$ cat config.mk
export PLATFORM = sky130hd
export DESIGN_NAME = arh_ctrl
export DESIGN_NICKNAME = d
export VERILOG_FILES = /design/src/sv/arh_pkg.sv /design/src/sv/arh_ctrl.sv
export SDC_FILE = /design/constraint.sdc
export NUM_CORES = 1
export LEC_CHECK = 0
export BUFFER_PORTS_ARGS = -buffer_cell sky130_fd_sc_hd__clkbuf_2
export CORE_MARGIN = 1
export CORE_UTILIZATION = 55
export DETAILED_ROUTE_END_ITERATION = 8
export PLACE_DENSITY = 0.81
export SETUP_SLACK_MARGIN = 0.5
export SYNTH_ARGS = -nofsm -noshare
export SYNTH_HDL_FRONTEND = slang
export SYNTH_SLANG_ARGS = --single-unit
export TNS_END_PERCENT = 10
$ cat constraint.sdc
create_clock -name clk -period 4.5 [get_ports clk]
set_input_delay 0.9 -clock clk [delete_from_list [all_inputs] [get_ports clk]]
set_output_delay 0.9 -clock clk [all_outputs]
set_load 0.01 [all_outputs]
$ cat src/sv/arh_pkg.sv
// Package for the eight-lane AES-round hash: types, constants and round functions.
// Used by arh_ctrl, arh_dp and aes_round_eight_lane_hash.
package arh_pkg;

  localparam int unsigned BLOCK_BYTES_DEF = 128;
  localparam int unsigned NUM_LANES = 8;
  localparam logic [7:0] PAD_BYTE = 8'h80;
  localparam logic [6:0] LEN_POS = 7'd120;

  typedef enum logic [0:0] {
    CFG_SEED_LOW  = 1'b0,
    CFG_SEED_HIGH = 1'b1
  } cfg_idx_t;

  typedef enum logic [2:0] {
    ST_IDLE,
    ST_ABSORB,
    ST_PAD,
    ST_FINAL,
    ST_FOLD,
    ST_OUT_LO,
    ST_OUT_HI
  } state_t;

  // controller to datapath commands
  typedef struct packed {
    logic       take_word;   // merge accepted word into buffer
    logic       round_blk;   // run block round on lane rnd_lane
    logic       round_fin;   // run finish round on lane rnd_lane
    logic       round_fold;  // fold lane rnd_lane into hash
    logic [2:0] rnd_lane;
    logic       pad_start;   // write 0x80 at current position
    logic       pad_zero;    // write zero word at pad_word
    logic       pad_len;     // write length into the last buffer word
    logic [3:0] pad_word;
    logic       reload;      // reload lanes, clear counters
    logic       hash_clr;
  } cmd_t;

  // datapath to controller status
  typedef struct packed {
    logic [6:0] fill;        // buffered bytes
  } sts_t;

  localparam logic [63:0] LANE_CONST [16] = '{
    64'hc05bbd6b47c57574, 64'hf83c1e9e4a934534,
    64'ha224e4507e645d91, 64'he7a9131a4b842813,
    64'h58f082e3580f347e, 64'hceb5795349196aff,
    64'hb549200b5168588f, 64'hfd5c07200540ada5,
    64'h526b8e90108029d5, 64'h46e634784c1350f0,
    64'h4e9a8c21921fc259, 64'h8f5d6730b44e65c3,
    64'hac0120817de73b56, 64'ha5be99de5ff769dd,
    64'h7541811329b4609f, 64'h4c4cfa866064ec93
  };

  localparam logic [7:0] SBOX [256] = '{
    8'h63,8'h7c,8'h77,8'h7b,8'hf2,8'h6b,8'h6f,8'hc5,8'h30,8'h01,8'h67,8'h2b,8'hfe,8'hd7,8'hab,8'h76,
    8'hca,8'h82,8'hc9,8'h7d,8'hfa,8'h59,8'h47,8'hf0,8'had,8'hd4,8'ha2,8'haf,8'h9c,8'ha4,8'h72,8'hc0,
    8'hb7,8'hfd,8'h93,8'h26,8'h36,8'h3f,8'hf7,8'hcc,8'h34,8'ha5,8'he5,8'hf1,8'h71,8'hd8,8'h31,8'h15,
    8'h04,8'hc7,8'h23,8'hc3,8'h18,8'h96,8'h05,8'h9a,8'h07,8'h12,8'h80,8'he2,8'heb,8'h27,8'hb2,8'h75,
    8'h09,8'h83,8'h2c,8'h1a,8'h1b,8'h6e,8'h5a,8'ha0,8'h52,8'h3b,8'hd6,8'hb3,8'h29,8'he3,8'h2f,8'h84,
    8'h53,8'hd1,8'h00,8'hed,8'h20,8'hfc,8'hb1,8'h5b,8'h6a,8'hcb,8'hbe,8'h39,8'h4a,8'h4c,8'h58,8'hcf,
    8'hd0,8'hef,8'haa,8'hfb,8'h43,8'h4d,8'h33,8'h85,8'h45,8'hf9,8'h02,8'h7f,8'h50,8'h3c,8'h9f,8'ha8,
    8'h51,8'ha3,8'h40,8'h8f,8'h92,8'h9d,8'h38,8'hf5,8'hbc,8'hb6,8'hda,8'h21,8'h10,8'hff,8'hf3,8'hd2,
    8'hcd,8'h0c,8'h13,8'hec,8'h5f,8'h97,8'h44,8'h17,8'hc4,8'ha7,8'h7e,8'h3d,8'h64,8'h5d,8'h19,8'h73,
    8'h60,8'h81,8'h4f,8'hdc,8'h22,8'h2a,8'h90,8'h88,8'h46,8'hee,8'hb8,8'h14,8'hde,8'h5e,8'h0b,8'hdb,
    8'he0,8'h32,8'h3a,8'h0a,8'h49,8'h06,8'h24,8'h5c,8'hc2,8'hd3,8'hac,8'h62,8'h91,8'h95,8'he4,8'h79,
    8'he7,8'hc8,8'h37,8'h6d,8'h8d,8'hd5,8'h4e,8'ha9,8'h6c,8'h56,8'hf4,8'hea,8'h65,8'h7a,8'hae,8'h08,
    8'hba,8'h78,8'h25,8'h2e,8'h1c,8'ha6,8'hb4,8'hc6,8'he8,8'hdd,8'h74,8'h1f,8'h4b,8'hbd,8'h8b,8'h8a,
    8'h70,8'h3e,8'hb5,8'h66,8'h48,8'h03,8'hf6,8'h0e,8'h61,8'h35,8'h57,8'hb9,8'h86,8'hc1,8'h1d,8'h9e,
    8'he1,8'hf8,8'h98,8'h11,8'h69,8'hd9,8'h8e,8'h94,8'h9b,8'h1e,8'h87,8'he9,8'hce,8'h55,8'h28,8'hdf,
    8'h8c,8'ha1,8'h89,8'h0d,8'hbf,8'he6,8'h42,8'h68,8'h41,8'h99,8'h2d,8'h0f,8'hb0,8'h54,8'hbb,8'h16
  };

  function automatic logic [7:0] xtime(input logic [7:0] b);
    xtime = {b[6:0], 1'b0} ^ (b[7] ? 8'h1b : 8'h00);
  endfunction

  // one AES encryption round: ShiftRows, SubBytes, MixColumns, key XOR
  function automatic logic [127:0] aes_round(input logic [127:0] st, input logic [127:0] key);
    logic [7:0] t [16];
    logic [127:0] o;
    logic [7:0] a0, a1, a2, a3;
    for (int c = 0; c < 4; c++) begin
      for (int r = 0; r < 4; r++) begin
        t[r + 4*c] = SBOX[st[8*(r + 4*((c + r) % 4)) +: 8]];
      end
    end
    for (int c = 0; c < 4; c++) begin
      a0 = t[4*c]; a1 = t[4*c+1]; a2 = t[4*c+2]; a3 = t[4*c+3];
      o[8*(4*c)   +: 8] = xtime(a0) ^ xtime(a1) ^ a1 ^ a2 ^ a3;
      o[8*(4*c+1) +: 8] = a0 ^ xtime(a1) ^ xtime(a2) ^ a2 ^ a3;
      o[8*(4*c+2) +: 8] = a0 ^ a1 ^ xtime(a2) ^ xtime(a3) ^ a3;
      o[8*(4*c+3) +: 8] = xtime(a0) ^ a0 ^ a1 ^ a2 ^ xtime(a3);
    end
    aes_round = o ^ key;
  endfunction

endpackage

$ cat src/sv/arh_ctrl.sv
// Controller of the eight-lane AES-round hash: sequences absorb, padding, rounds, output.
// Depends on arh_pkg; commands arh_dp through cmd_t.
module arh_ctrl (
  input  logic          clk,
  input  logic          rst_n,
  input  logic          in_fire,
  input  logic [3:0]    byte_count,
  input  logic          message_end,
  input  logic          out_fire,
  input  arh_pkg::sts_t sts,
  output arh_pkg::cmd_t cmd,
  output logic          in_rdy,
  output logic          out_vld,
  output logic          out_hi
);
  import arh_pkg::*;

  state_t state_r, state_nxt;
  logic [4:0] cnt_r, cnt_nxt;     // lane / word / round counter
  logic       end_r, end_nxt;     // message end seen, marker not yet written
  logic       pad2_r, pad2_nxt;   // second padding block pending
  logic [3:0] n;
  logic [7:0] tot;

  assign n = (byte_count > 4'd8) ? 4'd8 : byte_count;
  assign tot = {1'b0, sts.fill} + {4'd0, n};

  always_ff @(posedge clk) begin
    if (!rst_n) begin
      state_r <= ST_IDLE;
      cnt_r <= '0;
      end_r <= 1'b0;
      pad2_r <= 1'b0;
    end else begin
      state_r <= state_nxt;
      cnt_r <= cnt_nxt;
      end_r <= end_nxt;
      pad2_r <= pad2_nxt;
    end
  end

  always_comb begin
    state_nxt = state_r;
    cnt_nxt = cnt_r;
    end_nxt = end_r;
    pad2_nxt = pad2_r;
    cmd = '0;
    cmd.rnd_lane = cnt_r[2:0];
    cmd.pad_word = cnt_r[3:0];
    in_rdy = 1'b0;
    out_vld = 1'b0;
    out_hi = 1'b0;
    unique case (state_r)
      ST_IDLE: begin
        in_rdy = 1'b1;
        if (in_fire) begin
          cmd.take_word = 1'b1;
          end_nxt = message_end;
          cnt_nxt = '0;
          if (tot[7]) state_nxt = ST_ABSORB;
          else if (message_end) begin
            state_nxt = ST_PAD;
            cnt_nxt = 5'(tot[6:3]) + ((tot[2:0] != 3'd0) ? 5'd1 : 5'd0);
            pad2_nxt = (tot[6:0] >= LEN_POS);
          end
        end
      end
      // one lane per cycle for a full block; counts from 16 on padding blocks
      ST_ABSORB: begin
        cmd.round_blk = 1'b1;
        cnt_nxt = cnt_r + 5'd1;
        if (cnt_r[2:0] == 3'd7) begin
          cnt_nxt = '0;
          if (pad2_r) begin
            pad2_nxt = 1'b0;
            state_nxt = ST_PAD;
          end else if (cnt_r[4]) begin
            state_nxt = ST_FINAL;
          end else if (end_r) begin
            state_nxt = ST_PAD;
            cnt_nxt = {1'b0, sts.fill[6:3]} + ((sts.fill[2:0] != 3'd0) ? 5'd1 : 5'd0);
            pad2_nxt = (sts.fill >= LEN_POS);
          end else begin
            state_nxt = ST_IDLE;
          end
        end
      end
      // first pass writes marker; later passes zero words, then length unless a second pad block is pending
      ST_PAD: begin
        if (!cnt_r[4] && !end_r) begin
          cnt_nxt = cnt_r + 5'd1;
          if (cnt_r[3:0] == 4'd15) begin
            cmd.pad_len = !pad2_r;
            state_nxt = ST_ABSORB;
            cnt_nxt = 5'd16;
          end else begin
            cmd.pad_zero = 1'b1;
          end
        end else begin
          cmd.pad_start = 1'b1;
          end_nxt = 1'b0;
          cnt_nxt = {1'b0, sts.fill[6:3]} + 5'd1;
          if (sts.fill[6:3] == 4'd15) begin
            cmd.pad_len = 1'b0;
            state_nxt = ST_ABSORB;
            cnt_nxt = 5'd16;
          end
        end
      end
      // four rounds per lane with lane constants
      ST_FINAL: begin
        cmd.round_fin = 1'b1;
        cnt_nxt = cnt_r + 5'd1;
        if (cnt_r == 5'd31) begin
          cnt_nxt = '0;
          cmd.hash_clr = 1'b1;
          state_nxt = ST_FOLD;
        end
      end
      ST_FOLD: begin
        cmd.round_fold = 1'b1;
        cnt_nxt = cnt_r + 5'd1;
        if (cnt_r[2:0] == 3'd7) begin
          state_nxt = ST_OUT_LO;
          cmd.reload = 1'b1;
        end
      end
      ST_OUT_LO: begin
        out_vld = 1'b1;
        if (out_fire) state_nxt = ST_OUT_HI;
      end
      ST_OUT_HI: begin
        out_vld = 1'b1;
        out_hi = 1'b1;
        if (out_fire) state_nxt = ST_IDLE;
      end
      default: state_nxt = ST_IDLE;
    endcase
  end
endmodule
# Yosys cells after proc, flatten, opt, wreduce, memory -nomap -nowiden
# Index checks and enable logic that the tools add are counted.
# totals
out_inout_bits	19
word_cells	108
inputBits	16
register_bits	10
# classes
n_reduce_logical	15
n_mux	59
addsub	5
n_lt_le_gt_ge	3
n_eq_ne	22
# op_table
cell	n
5-bit 2-to-1 mux	11
3-bit 2-to-1 mux	14
1-bit 2-to-1 mux	28
5-bit one-hot mux with 5 select lines	1
3-bit one-hot mux with 7 select lines	1
2-bit inequality test, second input constant	9
7-bit greater-or-equal comparator, second input constant	2
3-bit equality test, second input constant	4
4-bit by 1-bit adder with 5-bit output	2
3-bit inequality test, second input constant	3
9-bit AND reduction	1
7-bit by 4-bit adder with 8-bit output	1
4-bit equality test, second input constant	2
3-bit by 2-bit equality test with 1-bit output, second input constant	2
3-bit nonzero test	2
4-bit by 1-bit adder with 5-bit output, second input constant	1
5-bit by 1-bit adder with 5-bit output, second input constant	1
5-bit equality test, second input constant	1
5-bit AND reduction	1
5-bit nonzero test	1
4-bit greater-than comparator, second input constant	1
4-bit 2-to-1 mux	1
1-bit one-hot mux with 2 select lines	2
2-bit nonzero test	2
other kinds (8)	10

# Longest topological paths before layout
# depth
depth_word	10
ltp_mapped	11
depth_no_buf	11

# Worst setup path after synthesis
# OpenSTA, ideal clock, no wires.
# synth_path
path_kind	input to register
startpoint	input byte_count[0]
endpoint	register cnt_r[1]
required_time_ns	4.377
setup_ns	0.123
setup_slack_ns	1.635
arrival_ns	2.742
cell_stages	10
n_path_buf	0
path_cell_list	nor2b_1 ha_1 inv_1 fa_1 nand2b_1 a21oi_1 xnor2_1 ha_1 a221oi_1 nor2_1
# synth_via
elab_chain_len	10
# synth_lines
element	line	text
from (decl)	arh_ctrl.sv:7	input logic [3:0] byte_count,
4-bit greater-than comparator	arh_ctrl.sv:25	assign n = (byte_count > 4'd8) ? 4'd8 : byte_count;
4-bit 2-to-1 mux *	arh_ctrl.sv:25	
7-bit by 4-bit adder with 8-bit output *	arh_ctrl.sv:26	assign tot = {1'b0, sts.fill} + {4'd0, n};
3-bit nonzero test	arh_ctrl.sv:63	cnt_nxt = 5'(tot[6:3]) + ((tot[2:0] != 3'd0) ? 5'd1 : 5'd0);
1-bit 2-to-1 mux	arh_ctrl.sv:63	
4-bit by 1-bit adder with 5-bit output	arh_ctrl.sv:63	
5-bit 2-to-1 mux	arh_ctrl.sv:61	else if (message_end) begin
5-bit 2-to-1 mux *	arh_ctrl.sv:60	if (tot[7]) state_nxt = ST_ABSORB;
5-bit 2-to-1 mux *	arh_ctrl.sv:56	if (in_fire) begin
5-bit one-hot mux with 5 select lines *	arh_ctrl.sv:53	unique case (state_r)
to (signal assigned)	arh_ctrl.sv:36	cnt_r <= cnt_nxt;
to (decl)	arh_ctrl.sv:19	logic [4:0] cnt_r, cnt_nxt;
# Every way passes the cells marked *; elsewhere a longest branch is shown, timed or not. The select of a mux whose other input is x is not followed.
# A chain may end at the register's enable or synchronous reset.

# Final worst setup path
# layout_path
startpoint	input byte_count[3]
endpoint	register cnt_r[1]
# Same word-level chain as after synthesis.

==> flow_metrics.tcl <==
set metrics [dict create \
    cts_tree "done" \
    final_cell_count_no_fill 247 \
    numClockSinks 10 \
    grt_pass1_vias 1258 \
    post_drt_wl_per_cell_um 14.1 \
    detail_route.iter0.violations 45 \
    worst_setup_path_class "primary input to flop" \
    synth-seq-area-share 0.133 \
    final_layout_size_suffix_gt1_frac 0.221 \
    totalWireLength_um 3470 \
    fmaxAchievable_mhz 350 \
    synthXorXnorAreaFrac 0.0523 \
    postRouteAntennaNets 0 \
    grt_antenna_before_repair 0 \
    cts_h_tree_lvls 1 \
    multi_input_area_mm2 0.00109 \
    synth-async-reset-ratio 0 \
    post_synth.cell_area_avg_um2 7.77 \
    final_nets 249 \
    vias_per_cell 5.96 \
    globalplace.congestion 0.874 \
    detail_route.drc_violations 0 \
    arrival_ps 3030 \
    p_leak_uw 0.000717 \
    grt_pass1_wl_um 5510 \
    finClkSkew_ps 1.55 \
    worstSetupEndpointType "flop" \
    intPower_uw 296 \
    overflow 0 \
    detail_route.first_pass.iterations 4 \
    grt_max_degree 17 \
    nFillCells 241 \
    worst_ir_drop_vdd_mv 0.288 \
    sequentialPowerShare 0.273 \
    die_y_um 54.4 \
    core_area_mm2 0.00252 \
    routed-via-count 1473 \
    synth-edff-count 0 \
    worst_slew_pin_slew_ps 563 \
    total_of_cells_resized_after_clock_tree_synthesis 0 \
    synth_compound_area_frac 0.280 \
    worst-path-max-fanout 4 \
    timing.final.setup_violations 0 \
    yosys_most_used_dff "sky130_fd_sc_hd__dfxtp_1" \
    die_width_um 54.4 \
    setup_repair_after_global_routing_missed_its_margin "false" \
    fraction_of_power_spent_switching_nets 0.488 \
    cts_buffers 3 \
    groute.usage.overall 0.257 \
    power.net_switching_uw 282 \
    numPlacedInstances 244 \
    areaGrowthSynthToFinish_pct 4.90 \
    hold_class "flop to flop" \
    finalSetupTns_ps 0 \
    cells_taking_the_most_area_after_synthesis "sky130_fd_sc_hd__dfxtp_1 13%, sky130_fd_sc_hd__ha_1 11%, sky130_fd_sc_hd__o21ai_0 4.6%" \
    cts.root.buffer_cell "sky130_fd_sc_hd__clkbuf_4" \
    cts_post_setup_buffers_inserted 0 \
    main_combinational_cell_family_by_area_after_synthesis "compound AO/OA/AOI/OAI gates" \
    timing.final.max_slew_violations 0 \
    floorplan.initialDensity 0.598 \
    cts.hold.buffers_added 0 \
    synthesis.instances 194 \
    cp-start-kind "primary input" \
    clock_tree.buffer_depth 2 \
    p_clk_frac 0.112 \
    floorplan.io_pins 35 \
    worst_setup_hold_path_clk_slew_ps 60 \
    power_density_mw_per_mm2 366 \
    port_buffers 34 \
    row_count 18 \
    finalHoldViolations 0 \
    status "finished, final reports clean" \
    synth.yosys.warnings 0 \
    synth_adder_area_share 0.121 \
    cp.required_ps 4670 \
    n_antenna_cell 0 \
    synth_largest_type_area_fraction 0.133 \
    clk_latency_ps 280 \
    synth_fp_nets 224 \
    slew_headroom 0.625 \
    postSynthRegisterBits 10 \
    yosysUniqueCellTypes 57 \
    max-cap-violations 0 \
    dp_hpwl_um 2780 \
    die_area_mm2 0.00295 \
    final_period_minus_worst_setup_slack_ps 2860 \
    synthMuxAreaShare 0.0133 \
    layout.area.seq_um2 200 \
    synthSimpleGateAreaFrac 0.260 \
    pwr-share-comb 0.615 \
    syn_area_mm2 0.00151 \
    synth_top_cell_by_area "sky130_fd_sc_hd__dfxtp_1" \
    layout_worst_path_cycle_share 0.636 \
]
[per-layer routing]
| metal | global-route usage | wire length, µm | vias to the layer above |
|---|---|---|---|
| met3 | 0.0222 | 197 | 7 |
| met4 | 0.120 | 68 | 0 |
| met1 | 0.334 | 1650 | 658 |
| met2 | 0.425 | 1560 | 49 |
| li1 | - | - | 759 |
| met5 | 0 | 0 | - |
[cells in the mapped netlist (all sizes together) (2+ instances only)]
cell type,instances
inv,15
o22ai,3
o21ai,16
nor2b,3
nand3,7
a221oi,4
buf,11
nand2b,3
or2b,2
a221o,2
xnor2,6
a41oi,2
mux2i,2
bufbuf,2
and3,5
nor3,6
nand4,3
nor3b,3
o211ai,4
a21oi,11
a31oi,3
nand3b,2
xor2,3
nand2,14
ha,13
dfxtp,10
nor2,18
[placed cells by master, fill, tap and decap left out, drive strengths merged, types with 2 or more instances in the layout]
| cell type | netlist | routed |
|---|---|---|
| nand3 | 7 | 7 |
| a41oi | 2 | 2 |
| mux2i | 2 | 2 |
| nor3b | 3 | 3 |
| xnor2 | 6 | 6 |
| a221oi | 4 | 4 |
| ha | 13 | 13 |
| nor3 | 6 | 6 |
| o211ai | 4 | 4 |
| a21oi | 11 | 11 |
| dfxtp | 10 | 10 |
| or2b | 2 | 2 |
| o22ai | 3 | 3 |
| clkbuf | 1 | 37 |
| and3 | 5 | 5 |
| nor2 | 18 | 18 |
| xor2 | 3 | 3 |
| o21ai | 16 | 16 |
| nor2b | 3 | 3 |
| nand2 | 14 | 14 |
| nand2b | 3 | 3 |
| nand4 | 3 | 3 |
| inv | 15 | 15 |
| nand3b | 2 | 2 |
| a31oi | 3 | 3 |
| a221o | 2 | 2 |
[layout make-up]
cell class,count,share of cell area
sequential,10,0.127
tap,30,0.0237
inverter,15,0.0356
multi-input combinational,155,0.692
timing repair buffer,34,0.108
clock buffer,3,0.0142
[worst max-delay path, stage by stage]
cell	delay, ps
sky130_fd_sc_hd__clkbuf_2	110
sky130_fd_sc_hd__nor2b_1	110
sky130_fd_sc_hd__ha_1	190
sky130_fd_sc_hd__inv_1	60
sky130_fd_sc_hd__fa_1	410
sky130_fd_sc_hd__nand2b_1	210
sky130_fd_sc_hd__a21oi_1	180
sky130_fd_sc_hd__xnor2_1	210
sky130_fd_sc_hd__ha_1	290
sky130_fd_sc_hd__a221oi_1	270
sky130_fd_sc_hd__nor2_1	80
[logic make-up after synthesis]
logic type,count (synthesis)
buffers and inverters,29
adders and majority gates,14
xor gates and xnor gates,9
DFF,10
muxes,2
and+or+nand+nor,71
AOI/OAI and AO/OA,59
[final timing paths]
kind,from,slack [ps],endpoint,cells past startpoint
min,cnt_r[3],590,cnt_r[3],2
max,byte_count[3],1640,cnt_r[1],11
min reg2reg,cnt_r[3],590,cnt_r[3],2
max reg2reg,cnt_r[1],2320,state_r[0],9
[stage by stage]
stage | setup slack (ps) | total power [µW] | util | hold WS (ps) | cell area, µm²
global route | 1500 | 628 | 0.627 | 618 | 1580
detailed placement | 1360 | 511 | 0.618 | 584 | 1560
global placement | 1450 | 510 | 0.618 | 583 | 1560
finish | 1640 | 578 | 0.627 | 586 | 1580
CTS | 1650 | 576 | 0.627 | 591 | 1580
floorplan | 1630 | 457 | - | 539 | 1510
[state kept, by name (all words and copies together), names as in the netlist]
signal	cells
state_r	3
end_r	1
pad2_r	1
cnt_r	5
[power by group through the flow]
| stage | clock [µW] | sequential [µW] | combinational, µW |
|---|---|---|---|
| 3_3_place_gp | 0 | 158 | 352 |
| 3_5_place_dp | 0 | 158 | 353 |
| 2_1_floorplan | 0 | 137 | 320 |
| 6_report | 64.5 | 158 | 356 |
| 5_1_grt | 66.8 | 163 | 398 |
| 4_1_cts | 65.0 | 157 | 355 |
Note: power is estimated with default switching activity, not from simulation.
